[src/hdl/accel_temp_comp_window_filter_macros.svh]
// assertion macros for the accelerometer window filter
`ifndef ACCEL_TEMP_COMP_WINDOW_FILTER_MACROS_SVH
`define ACCEL_TEMP_COMP_WINDOW_FILTER_MACROS_SVH

// condition must hold at every clock edge outside reset
`define ACCF_ASSERT_ALWAYS(label, clk, rst_n, cond, msg) \
    label: assert property (@(posedge clk) disable iff (!rst_n) (cond)) else $error(msg);

// consequent must follow the antecedent as written
`define ACCF_ASSERT_IMPLY(label, clk, rst_n, ante, cons, msg) \
    label: assert property (@(posedge clk) disable iff (!rst_n) (ante) |-> (cons)) \
        else $error(msg);

`endif

[src/hdl/accf_pkg.sv]
// shared types, constants and offset tables for the accelerometer window filter
`default_nettype none

package accf_pkg;

    localparam int WINDOW_TAPS = 9;
    localparam int TEMP_STEPS  = 80;
    localparam int ROM_ROWS    = 80;
    localparam int NUM_AXES    = 3;

    localparam int RAW_W      = 16;
    localparam int SAMP_W     = 22;
    localparam int TEMP_W     = 17;
    localparam int GAIN_W     = 17;
    localparam int BIAS_W     = 19;
    localparam int OFF_W      = 18;
    localparam int CFG_IDX_W  = 3;
    localparam int CFG_DATA_W = 19;

    localparam int SAMP_MAX  = 2097151;
    localparam int SAMP_MIN  = -2097152;
    localparam int SAMP_HALF = 2 ** (SAMP_W - 1);
    localparam int FILT_XW   = SAMP_W + 1;

    // temperature row lookup
    localparam int ROW_W    = $clog2(ROM_ROWS);
    localparam int ROW_MAX  = ((TEMP_STEPS < ROM_ROWS) ? TEMP_STEPS : ROM_ROWS) - 1;
    localparam int ROW_BASE = 30;
    localparam int ROWC_W   = TEMP_W - 8 + 1;

    // temp_q8 = floor((raw*25600 + 1242020*256 + 17000) / 34000), biased positive
    localparam int TMP_MUL    = 100 * 256;
    localparam int TMP_DEN    = 34000;
    localparam int TMP_Q_OFS  = 16384;
    localparam int TMP_ADD    = 1242020 * 256 + TMP_DEN / 2 + TMP_Q_OFS * TMP_DEN;
    localparam int TMP_NW     = 32;
    localparam int TMP_PRE    = 4;
    localparam int TMP_XW     = 27;
    localparam int TMP_MW     = 29;
    localparam int TMP_PW     = TMP_XW + TMP_MW;
    localparam int TMP_DIV_S  = 40;
    localparam int TMP_QW     = 16;
    localparam int TEMP_XW    = TEMP_W + 1;
    localparam logic [TMP_MW-1:0] TMP_DIV_M = 29'd517417237;

    // a = floor((raw*392 + 5) / 10), biased positive
    localparam int SCL_MUL    = 392;
    localparam int SCL_Q_OFS  = 1310720;
    localparam int SCL_ADD    = SCL_Q_OFS * 10 + 5;
    localparam int SCL_VW     = 26;
    localparam int SCL_XW     = 24;
    localparam int DIV5_MW    = 24;
    localparam int DIV5_S     = 26;
    localparam int SCL_PW     = SCL_XW + DIV5_MW;
    localparam int A_XW       = SAMP_W + 1;
    localparam logic [DIV5_MW-1:0] DIV5_M = 24'd13421773;

    // gain and bias
    localparam int GAIN_FRAC  = 16;
    localparam int ROUND_HALF = 2 ** (GAIN_FRAC - 1);
    localparam int DIFF_W     = SAMP_W + 1;
    localparam int P_W        = DIFF_W + GAIN_W + 1;
    localparam int RQ_W       = P_W - GAIN_FRAC;
    localparam int S_XW       = RQ_W + 1;

    // window average: floor((sum + W/2) / W) by reciprocal, biased positive
    localparam int AVG_CLOG = $clog2(WINDOW_TAPS);
    localparam int SUM_W    = SAMP_W + AVG_CLOG;
    localparam int AVG_UW   = SUM_W + 1;
    localparam int AVG_XW   = AVG_UW + 1;
    localparam int AVG_S    = AVG_UW + AVG_CLOG;
    localparam int AVG_MW   = AVG_UW + 2;
    localparam int AVG_PW   = AVG_UW + AVG_MW;
    localparam logic [AVG_MW-1:0] AVG_M =
        AVG_MW'(((64'd1 << AVG_S) + 64'(WINDOW_TAPS - 1)) / 64'(WINDOW_TAPS));
    localparam logic [AVG_UW-1:0] AVG_OFS =
        AVG_UW'(WINDOW_TAPS / 2 + WINDOW_TAPS * SAMP_HALF);

    // configuration
    typedef enum logic [CFG_IDX_W-1:0] {
        REG_GAIN_X = 3'd0,
        REG_GAIN_Y = 3'd1,
        REG_GAIN_Z = 3'd2,
        REG_BIAS_X = 3'd3,
        REG_BIAS_Y = 3'd4,
        REG_BIAS_Z = 3'd5
    } t_cfg_reg;

    localparam logic [GAIN_W-1:0] GAIN_RST [NUM_AXES] = '{17'd65153, 17'd66017, 17'd64648};
    localparam logic signed [BIAS_W-1:0] BIAS_RST [NUM_AXES] =
        '{-19'sd34880, -19'sd8216, 19'sd47694};

    // step sequencer
    typedef enum logic [2:0] {
        ST_IDLE,
        ST_SCALE,
        ST_QUOT,
        ST_GAIN,
        ST_BIAS,
        ST_AVG,
        ST_OUT
    } t_state;

    typedef struct packed {
        logic load;
        logic scale;
        logic quot;
        logic gain;
        logic bias;
        logic avg;
        logic out;
    } t_ctl;

    // per-temperature offset tables, Q16 m/s^2
    localparam logic signed [OFF_W-1:0] ROM_X [ROM_ROWS] = '{
        15185, 15849, 16233, 16200, 16601, 17105, 17663, 18009,
        18214, 18635, 19066, 19567, 19710, 20497, 21126, 21704,
        22164, 22529, 23089, 23750, 24103, 24546, 25163, 25666,
        26004, 26195, 26602, 26965, 27212, 27198, 27140, 27522,
        27602, 27482, 27677, 27685, 27700, 27475, 27261, 26964,
        26495, 26077, 25613, 24857, 24460, 24165, 23728, 22820,
        22745, 22430, 21530, 20797, 20439, 20419, 20411, 19635,
        18926, 18174, 17664, 17980, 17528, 17005, 16372, 15666,
        15225, 16119, 15181, 14408, 14071, 13966, 13744, 12953,
        12229, 12369, 11128, 11109, 11534, 10853, 10693, 10339
    };

    localparam logic signed [OFF_W-1:0] ROM_Y [ROM_ROWS] = '{
        -30131, -29873, -29577, -29146, -28444, -27808, -27487, -27347,
        -27138, -26526, -26009, -25621, -25027, -24791, -24204, -23512,
        -23431, -23130, -22361, -21972, -21240, -20835, -20974, -20688,
        -20374, -20207, -20198, -20204, -20188, -20074, -19942, -19866,
        -19680, -19832, -19607, -19402, -19371, -19645, -19579, -19362,
        -19428, -19544, -19464, -18909, -18923, -19075, -19018, -19044,
        -18567, -18170, -18734, -18595, -18558, -18457, -18566, -18205,
        -17800, -17744, -17999, -18206, -17906, -18013, -17435, -17549,
        -16820, -16717, -17580, -17153, -17253, -17203, -16796, -16694,
        -16720, -16327, -16178, -16118, -15914, -15990, -16035, -15728
    };

    localparam logic signed [OFF_W-1:0] ROM_Z [ROM_ROWS] = '{
        106450, 103965, 99586, 94600, 89898, 85928, 80941, 75025,
        70116, 65245, 59798, 53604, 47428, 42131, 36879, 31298,
        25513, 20598, 15754, 11143, 6983, 3511, 606, -1901,
        -4892, -7078, -10587, -12977, -14344, -15484, -17436, -18902,
        -18745, -19016, -18795, -19088, -18684, -18098, -17202, -15697,
        -15387, -14635, -13116, -12242, -10934, -10533, -9408, -8443,
        -7717, -7317, -6842, -6090, -5148, -4941, -5077, -3977,
        -3000, -2699, -2443, -2238, -1199, -352, -592, 232,
        -350, 886, 1609, 2806, 2686, 3188, 3788, 4326,
        4969, 5256, 5971, 6204, 6242, 6900, 7794, 8122
    };

endpackage

`default_nettype wire

[src/hdl/accf_temp.sv]
// temperature conversion to Q8 degrees and offset table row selection
`default_nettype none

module accf_temp import accf_pkg::*; (
    input  logic                     i_clk,
    input  t_ctl                     i_ctl,
    input  logic signed [RAW_W-1:0]  i_raw_temp,
    output logic signed [TEMP_W-1:0] o_temp_q8,
    output logic [ROW_W-1:0]         o_row
);

    logic signed [RAW_W-1:0]  r_raw;
    logic [TMP_PW-1:0]        r_prod;
    logic signed [TEMP_W-1:0] r_temp;
    logic [ROW_W-1:0]         r_row;

    logic signed [TMP_NW-1:0]  num;
    logic [TMP_XW-1:0]         num_sh;
    logic [TMP_PW-1:0]         n_prod;
    logic [TMP_QW-1:0]         quo;
    logic signed [TEMP_XW-1:0] tq;
    logic signed [TEMP_W-1:0]  n_temp;
    logic signed [ROWC_W-1:0]  rowc;
    logic [ROW_W-1:0]          n_row;

    always_comb begin
        num    = TMP_NW'(r_raw) * TMP_NW'(TMP_MUL) + TMP_NW'(TMP_ADD);
        num_sh = num[TMP_XW+TMP_PRE-1:TMP_PRE];
        n_prod = TMP_PW'(num_sh) * TMP_PW'(TMP_DIV_M);

        quo    = r_prod[TMP_DIV_S +: TMP_QW];
        tq     = TEMP_XW'($signed({2'b00, quo})) - TEMP_XW'(TMP_Q_OFS);
        n_temp = tq[TEMP_W-1:0];

        // whole degrees plus table base, clamped to the table
        rowc = ROWC_W'($signed(n_temp[TEMP_W-1:8])) + ROWC_W'(ROW_BASE);
        if (rowc < $signed(ROWC_W'(0))) begin
            n_row = '0;
        end else if (rowc > $signed(ROWC_W'(ROW_MAX))) begin
            n_row = ROW_W'(ROW_MAX);
        end else begin
            n_row = rowc[ROW_W-1:0];
        end
    end

    always_ff @(posedge i_clk) begin
        if (i_ctl.load) begin
            r_raw <= i_raw_temp;
        end
        if (i_ctl.scale) begin
            r_prod <= n_prod;
        end
        if (i_ctl.quot) begin
            r_temp <= n_temp;
            r_row  <= n_row;
        end
    end

    assign o_temp_q8 = r_temp;
    assign o_row     = r_row;

endmodule

`default_nettype wire

[config.mk]
export PLATFORM = sky130hd
export DESIGN_NAME = accf_temp
export DESIGN_NICKNAME = d
export VERILOG_FILES = /design/src/hdl/accel_temp_comp_window_filter_macros.svh /design/src/hdl/accf_pkg.sv /design/src/hdl/accf_temp.sv
export SDC_FILE = /design/constraint.sdc
export NUM_CORES = 1
export LEC_CHECK = 0
export BUFFER_PORTS_ARGS = -buffer_cell sky130_fd_sc_hd__clkbuf_2
export CORE_MARGIN = 2
export CORE_UTILIZATION = 40
export DETAILED_ROUTE_END_ITERATION = 16
export GPL_TIMING_DRIVEN = 0
export PLACE_DENSITY = 0.62
export SYNTH_ARGS = -nofsm -noshare
export SYNTH_HDL_FRONTEND = slang
export SYNTH_SLANG_ARGS = --single-unit
export TNS_END_PERCENT = 5
[constraint.sdc]
create_clock -name i_clk -period 14.5 [get_ports i_clk]
set_clock_uncertainty 0.15 [all_clocks]
set_input_delay 0 -clock i_clk [delete_from_list [all_inputs] [get_ports i_clk]]
set_output_delay 0 -clock i_clk [all_outputs]
set_load 0.02 [all_outputs]
==> implementation parameters, run 1 <==
Parameter                              Value

Synth
  Yosys warnings ... 0
  Count of different cell masters after synthesis ... 66
  Seq/Total Area, Yosys ... a little under an eighth
  Cell count after synthesis ... 1391
  Number of enable flip-flop cells after synthesis ... 56
  Synthesized net count ... between 1500 and 2000
  Post-Syn Area ... about 14000 um^2
  Dominant register cell in the synthesized netlist ... edfxtp_1
  Number of synthesized register bits ... 56
  Async set or reset register ratio after synthesis ... 0%
  Average cell area after synthesis ... 10.4 um^2

Layout
  Final Instance Area ... about 16000 um^2
  Area growth from synthesis to layout ... 7.68%
  Commonest non-fill, non-tap cell in the layout ... inv_1
  Final antenna diode count ... 0
  Filler Cell Count ... approximately 3500
  Number of nets in the finished design ... between 2000 and 2500
  Most used cells in the layout excluding fill and tap cells ... 445 x inv_1, 308 x ha_1, 252 x fa_1
  Ratio of cells with drive above 1 in the final layout ... a little over 5%

Placed design
  Minimum setup slack after placement ... ~1.8 ns
  Routability-driven placement congestion ratio ... approximately 0.9
  Placed cell area ... 15300 um^2
  Half-perimeter wire length after detailed placement ... roughly 26 mm
  Port bufs ... 43

Timing
  Setup violators final ... 0
  Ratio of final minimum period to clock period ... 86.9%
  Final min period ... approximately 13 ns
  Final Hold Violating Endpoints ... 0
  Normalized max-slew margin ... a little under an eighth
  F_max ... around 79 MHz
  Sum of negative setup slack ... 0 ns
  Worst path setup slack after routing ... 1.90 ns
  Transition at the pin with the smallest max-transition slack ... 1.32 ns
  Final slew viol count ... 0
  Setup repair after global routing missed its margin ... no

Floorplanning
  Number of placement rows ... slightly below 70
  Initial cell density of the core ... between 40% and 50%
  Y dimension of the die ... between 150 and 200 um
  Width of the die ... 194 um
  DIE AREA ... 37700 um^2
  Area of the core ... 35600 um^2
  Number of ports placed on the die boundary ... between 40 and 50

Global route
  Number of global-route vias before repair ... slightly below 10000
  First-pass GRT wire length ... around 49 mm
  Maximum number of pins on one net before global-route repair ... 25
  Total congestion overflow after global routing ... 0
  Combined global-route utilization of all metal layers ... approximately 16%
  Initial antenna violation count ... 0

Setup path
  CP Data Arrival Time ... 12.51 ns
  Cell family with the largest share of critical-path delay ... adder cells
  Crit Reg-Reg Endpoint ... r_prod[55]
  Slowest library cell on the worst path ... xor2_1
  Depth of the critical timing path with buffers and inverters included ... 37
  Req. time, crit path ... 14.41 ns
  Critical path capture point ... r_prod[55]
  Buffering stage count on the worst path with inverters included ... 7
  Depth of the worst register-to-register path ... 37
  FF-to-FF setup slack ... about 1.9 ns
  Type of the worst setup path ... register to register
  Type of origin of the critical path ... register
  Critical Path Start ... r_raw[0]
  Delay of the slowest cell on the worst path ... approximately 0.73 ns
  Crit path max fanout ... 11
  Worst R2R Start ... r_raw[0]
  Worst setup EP type ... register

Drt
  Count of nets left with antenna violations after detail routing ... 0
  Initial DRT Pass Iterations ... 4
  Vias ... between 9000 and 10000
  Detail-routed net length per standard cell ... 15.2 um
  Via/cell ratio ... 4.77
  DRC violations left ... 0
  Final routed wirelength across all metal layers ... about 29 mm
  Initial DRC count ... around 350

Clock tree
  Longest Clk Path Bufs ... 2
  Number of buffers added by the clock tree synthesis step ... 5
  Number of sinks handled by clock tree synthesis ... 56
  Post-cts repair resize count ... 0
  H-tree depth ... 2
  CTS Hold Bufs ... 16
  Clock tree from TritonCTS ... built
  Clock slew seen by the registers of the worst setup and hold paths ... ~0.090 ns
  Latest clock arrival within the worst-skew pair ... 0.32 ns
  Clock root buffer master ... clkbuf_16
  Number of buffers inserted by post-CTS setup repair ... 0

Min path
  Tightest Hold Check Type ... primary input to register

Run
  Max-cap check violation count ... 0

Outcome
  Outcome ... complete, no violations
synth_stat cells, types with 3 or more instances:
| library cell | count | share of area [%] |
|---|---|---|
| o21a_1 | 7 | 0.36 |
| a21o_1 | 14 | 0.73 |
| nor3_1 | 16 | 0.55 |
| o21ai_0 | 20 | 0.69 |
| nand2_1 | 36 | 0.93 |
| fa_1 | 252 | 35 |
| nor2b_1 | 3 | 0.13 |
| nand2b_1 | 14 | 0.61 |
| o211ai_1 | 6 | 0.31 |
| nor4_1 | 3 | 0.13 |
| clkbuf_1 | 3 | 0.078 |
| a21oi_1 | 38 | 1.3 |
| or3_1 | 3 | 0.13 |
| o21bai_1 | 9 | 0.47 |
| a31oi_1 | 3 | 0.13 |
| o22ai_1 | 3 | 0.13 |
| xnor2_1 | 40 | 2.4 |
| edfxtp_1 | 56 | 12 |
| nor2_1 | 23 | 0.60 |
| and2_1 | 5 | 0.22 |
| inv_1 | 445 | 12 |
| o31a_1 | 5 | 0.30 |
| ha_1 | 308 | 27 |
| xor2_1 | 21 | 1.3 |
| nand4_1 | 5 | 0.22 |
worst reg2reg max path, delay by kind of cell, from the launching register on:
family	cells	cell delay, ns
and+or+nand+nor	3	1.03
AOI/OAI and AO/OA	11	3.05
adders and majority gates	12	5.15
xor gates and xnor gates	4	1.44
DFF	1	0.44
buffers and inverters	7	1.11
metal layers:
metal  wire (um)  part of all wire [%]  GRT usage, %
met5           0                     0             0
met4         534                   1.8          4.12
met3         951                   3.3          1.34
met2       14600                    50          28.3
met1       13100                    45          21.8
kinds of logic (layout without fill, tap and decap cells):
kind of cell / after synthesis / count (layout) / share of synthesized area (%)
fa+ha+maj: 560 / 560 / 61.5
compound gates: 136 / 136 / 6.46
xor+xnor: 64 / 64 / 4.11
simple gates: 123 / 123 / 4.44
buf+inv: 450 / 517 / 11.7
flops: 56 / 56 / 11.6
mux: 2 / 2 / 0.147
cell type report:
cell class | instances | area, um^2 | area share (%)
buffer | 3 | 11.3 | 0.0723
multi-input combinational | 885 | 11100 | 71.3
sequential | 56 | 1680 | 10.8
tap | 461 | 577 | 3.70
inverter | 447 | 1680 | 10.8
timing repair buffer | 59 | 375 | 2.41
clock inverter | 3 | 26.3 | 0.169
clock buffer | 5 | 125 | 0.803
through the flow:
step	cells	hold WS [ns]	utilization [%]
2_1_floorplan	1391	-0.0511	-
3_3_place_gp	1895	0.0269	42.9
3_5_place_dp	1895	0.0286	42.9
4_1_cts	1919	0.0433	43.8
5_1_grt	1919	0.0867	43.8
6_report	1919	0.0472	43.8
worst min-delay path by stage:
| stage | startpoint | end | slack, ns | depth (start not counted) |
|---|---|---|---|---|
| 2_1_floorplan | i_raw_temp[0] | r_raw[0] | -0.05 | 0 |
| 3_3_place_gp | i_raw_temp[9] | r_raw[9] | 0.03 | 1 |
| 3_5_place_dp | i_raw_temp[14] | r_raw[14] | 0.03 | 1 |
| 4_1_cts | i_ctl[6] | r_raw[1] | 0.04 | 1 |
| 5_1_grt | i_ctl[6] | r_raw[5] | 0.09 | 1 |
| 6_report | i_ctl[6] | r_raw[1] | 0.05 | 1 |
registers in the layout (all words and copies together) (netlist names):
| signal | count |
|---|---|
| o_temp_q8 | 17 |
| r_prod | 16 |
| r_raw | 16 |
| o_row | 7 |
Power of run 1 is not shown: default switching activity piles up to over one toggle a cycle in this logic, so the estimate is an artifact.
==> run 2: changes to the inputs <==
--- a/config.mk
+++ b/config.mk
@@ -6,11 +6,11 @@
 export NUM_CORES = 1
 export LEC_CHECK = 0
 export BUFFER_PORTS_ARGS = -buffer_cell sky130_fd_sc_hd__clkbuf_2
-export CORE_MARGIN = 2
-export CORE_UTILIZATION = 40
+export CORE_MARGIN = 5
+export CORE_UTILIZATION = 39
 export DETAILED_ROUTE_END_ITERATION = 16
 export GPL_TIMING_DRIVEN = 0
-export PLACE_DENSITY = 0.62
+export PLACE_DENSITY = 0.61
 export SYNTH_ARGS = -nofsm -noshare
 export SYNTH_HDL_FRONTEND = slang
 export SYNTH_SLANG_ARGS = --single-unit
==> run 2 against run 1 <==
Fmax about the same. Routed wire length rose by 1.2%. Die area is 8.9% higher. First-iteration DRC count decreased by 15%. Final cell count increased by 0.36%. Global-route usage decreased by 1.1 points.
==> implementation parameters, run 2 (same netlist as run 1, synthesis figures left out) <==
Parameter                              Value

Floorplanning
  DIE AREA ... 41000 um^2 (+8.9%)
  Number of placement rows ... 70 (+1.4%)
  Width of the die ... 203 um (+4.3%)
  Area of the core ... 36600 um^2 (+2.9%)
  Number of ports placed on the die boundary ... 48 (unchanged)
  Y dimension of the die ... 203 um (+4.3%)
  Initial cell density of the core ... 39.5% (-1.2 points)

Global route
  Maximum number of pins on one net before global-route repair ... 25 (unchanged)
  Number of global-route vias before repair ... 10005 (+2.1%)
  Combined global-route utilization of all metal layers ... 15.1% (-1.1 points)
  Initial antenna violation count ... 0 (unchanged)
  Total congestion overflow after global routing ... 0 (unchanged)
  First-pass GRT wire length ... 50.0 mm (+2.1%)

Setup path
  Type of the worst setup path ... register to register
  CP Data Arrival Time ... 12.50 ns (about the same)
  Type of origin of the critical path ... register
  Crit path max fanout ... 11 (unchanged)
  Worst setup EP type ... register
  Slowest library cell on the worst path ... ha_1
  Req. time, crit path ... 14.40 ns (about the same)
  Delay of the slowest cell on the worst path ... 0.72 ns (about the same)

Layout
  Final Instance Area ... 15600 um^2 (about the same)
  Commonest non-fill, non-tap cell in the layout ... inv_1
  Number of nets in the finished design ... 2041 (unchanged)
  Area growth from synthesis to layout ... 7.74% (about the same)
  Flip-flop count of the largest register after layout ... 17 (unchanged)
  Ratio of cells with drive above 1 in the final layout ... 5.08% (unchanged)
  Final antenna diode count ... 0 (unchanged)
  Most used cells in the layout excluding fill and tap cells ... 445 x inv_1, 308 x ha_1, 252 x fa_1

Timing
  Ratio of final minimum period to clock period ... 86.9% (about the same)
  Hold Worst Slack ... 0.0579 ns (+0.0107 ns)
  Worst path setup slack after routing ... 1.90 ns (-0.000760 ns)
  Final min period ... 12.60 ns (+0.000760 ns)
  Normalized max-slew margin ... 12.5% (+0.79 points)
  Final slew viol count ... 0 (unchanged)
  Transition at the pin with the smallest max-transition slack ... 1.30 ns (-0.0117 ns)
  Setup repair after global routing missed its margin ... no
  Sum of negative setup slack ... 0 ns (unchanged)
  Final Hold Violating Endpoints ... 0 (unchanged)
  Setup violators final ... 0 (unchanged)
  F_max ... 79.3 MHz (about the same)

Clock tree
  Latest clock arrival within the worst-skew pair ... 0.32 ns (about the same)
  Number of sinks handled by clock tree synthesis ... 56 (unchanged)
  Number of buffers added by the clock tree synthesis step ... 5 (unchanged)
  Post-cts repair resize count ... 0 (unchanged)
  Clock slew seen by the registers of the worst setup and hold paths ... 0.08 ns (about the same)
  H-tree depth ... 2 (unchanged)
  Clock tree from TritonCTS ... built
  Longest Clk Path Bufs ... 2 (unchanged)
  Clock root buffer master ... clkbuf_16

Run
  Max-cap check violation count ... 0 (unchanged)

Min path
  Tightest Hold Check Type ... primary input to register

Drt
  Via/cell ratio ... 4.73 (-0.89%)
  Vias ... 9105 (-0.52%)
  Initial DRT Pass Iterations ... 5 (+1)
  Count of nets left with antenna violations after detail routing ... 0 (unchanged)
  Initial DRC count ... 299 (-15%)
  Final routed wirelength across all metal layers ... 29.6 mm (+1.2%)
  DRC violations left ... 0 (unchanged)
  Detail-routed net length per standard cell ... 15.4 um (+0.86%)

Outcome
  Outcome ... complete, no violations

Placed design
  Half-perimeter wire length after detailed placement ... 26.9 mm (+2.2%)
  Port bufs ... 43 (unchanged)
  Minimum setup slack after placement ... 1.79 ns (+0.0153 ns)
  Placed cell area ... 15300 um^2 (about the same)
  Routability-driven placement congestion ratio ... 0.912 (+2.3%)
[run 2: cell counts in the layout (fill, tap and decap cells not counted)]
No cell type changed its count.
[run 2: area by class of cell]
cell class | instances | area, um^2
inverter | 447 | 1680
sequential | 56 | 1680
clock inverter | 3 | 26.3
tap | 468 | 586
fill | 3523 | 21000
timing repair buffer | 59 | 375
multi-input combinational | 885 | 11100
clock buffer | 5 | 125
buffer | 3 | 11.3
[run 2: worst paths after layout]
check / from / endpoint / slack [ns] / cells after the start
setup / recovery: r_raw[0] / r_prod[55] / 1.90 / 37
setup reg to reg: r_raw[0] / r_prod[55] / 1.90 / 37
hold reg to reg: r_prod[40] / o_temp_q8[0] / 0.27 / 0
hold / removal: i_ctl[6] / r_raw[0] / 0.06 / 1
[run 2: worst max-delay path, delay by kind of cell, from the launching register on]
kind                       cells  cell delay (ns)
xor gates and xnor gates       4             1.44
and+or+nand+nor                3             1.07
DFF                            1             0.43
adders and majority gates     12             5.14
buffers and inverters          7             1.12
AOI/OAI and AO/OA             11             2.96
[run 2: timing repair]
item                                   4_1_cts  5_1_grt
setup buffers                                0        0
endpoints found under the hold margin       16        0
hold buffers                                16        0
[run 2: layer usage]
layer | GRT usage, % | vias to the layer above | wire length, um
li1 | - | 4473 | -
met2 | 27.1 | 92 | 14900
met1 | 20.3 | 4521 | 13700
met5 | 0 | - | 0
met4 | 3.15 | 0 | 403
met3 | 0.910 | 19 | 574
[run 2: stage by stage]
stage	instances	util [%]
5_1_grt	1926	42.6
6_report	1926	42.6
2_1_floorplan	1391	-
3_3_place_gp	1902	41.7
4_1_cts	1926	42.6
3_5_place_dp	1902	41.7
Power of run 2 is left out for the same reason.
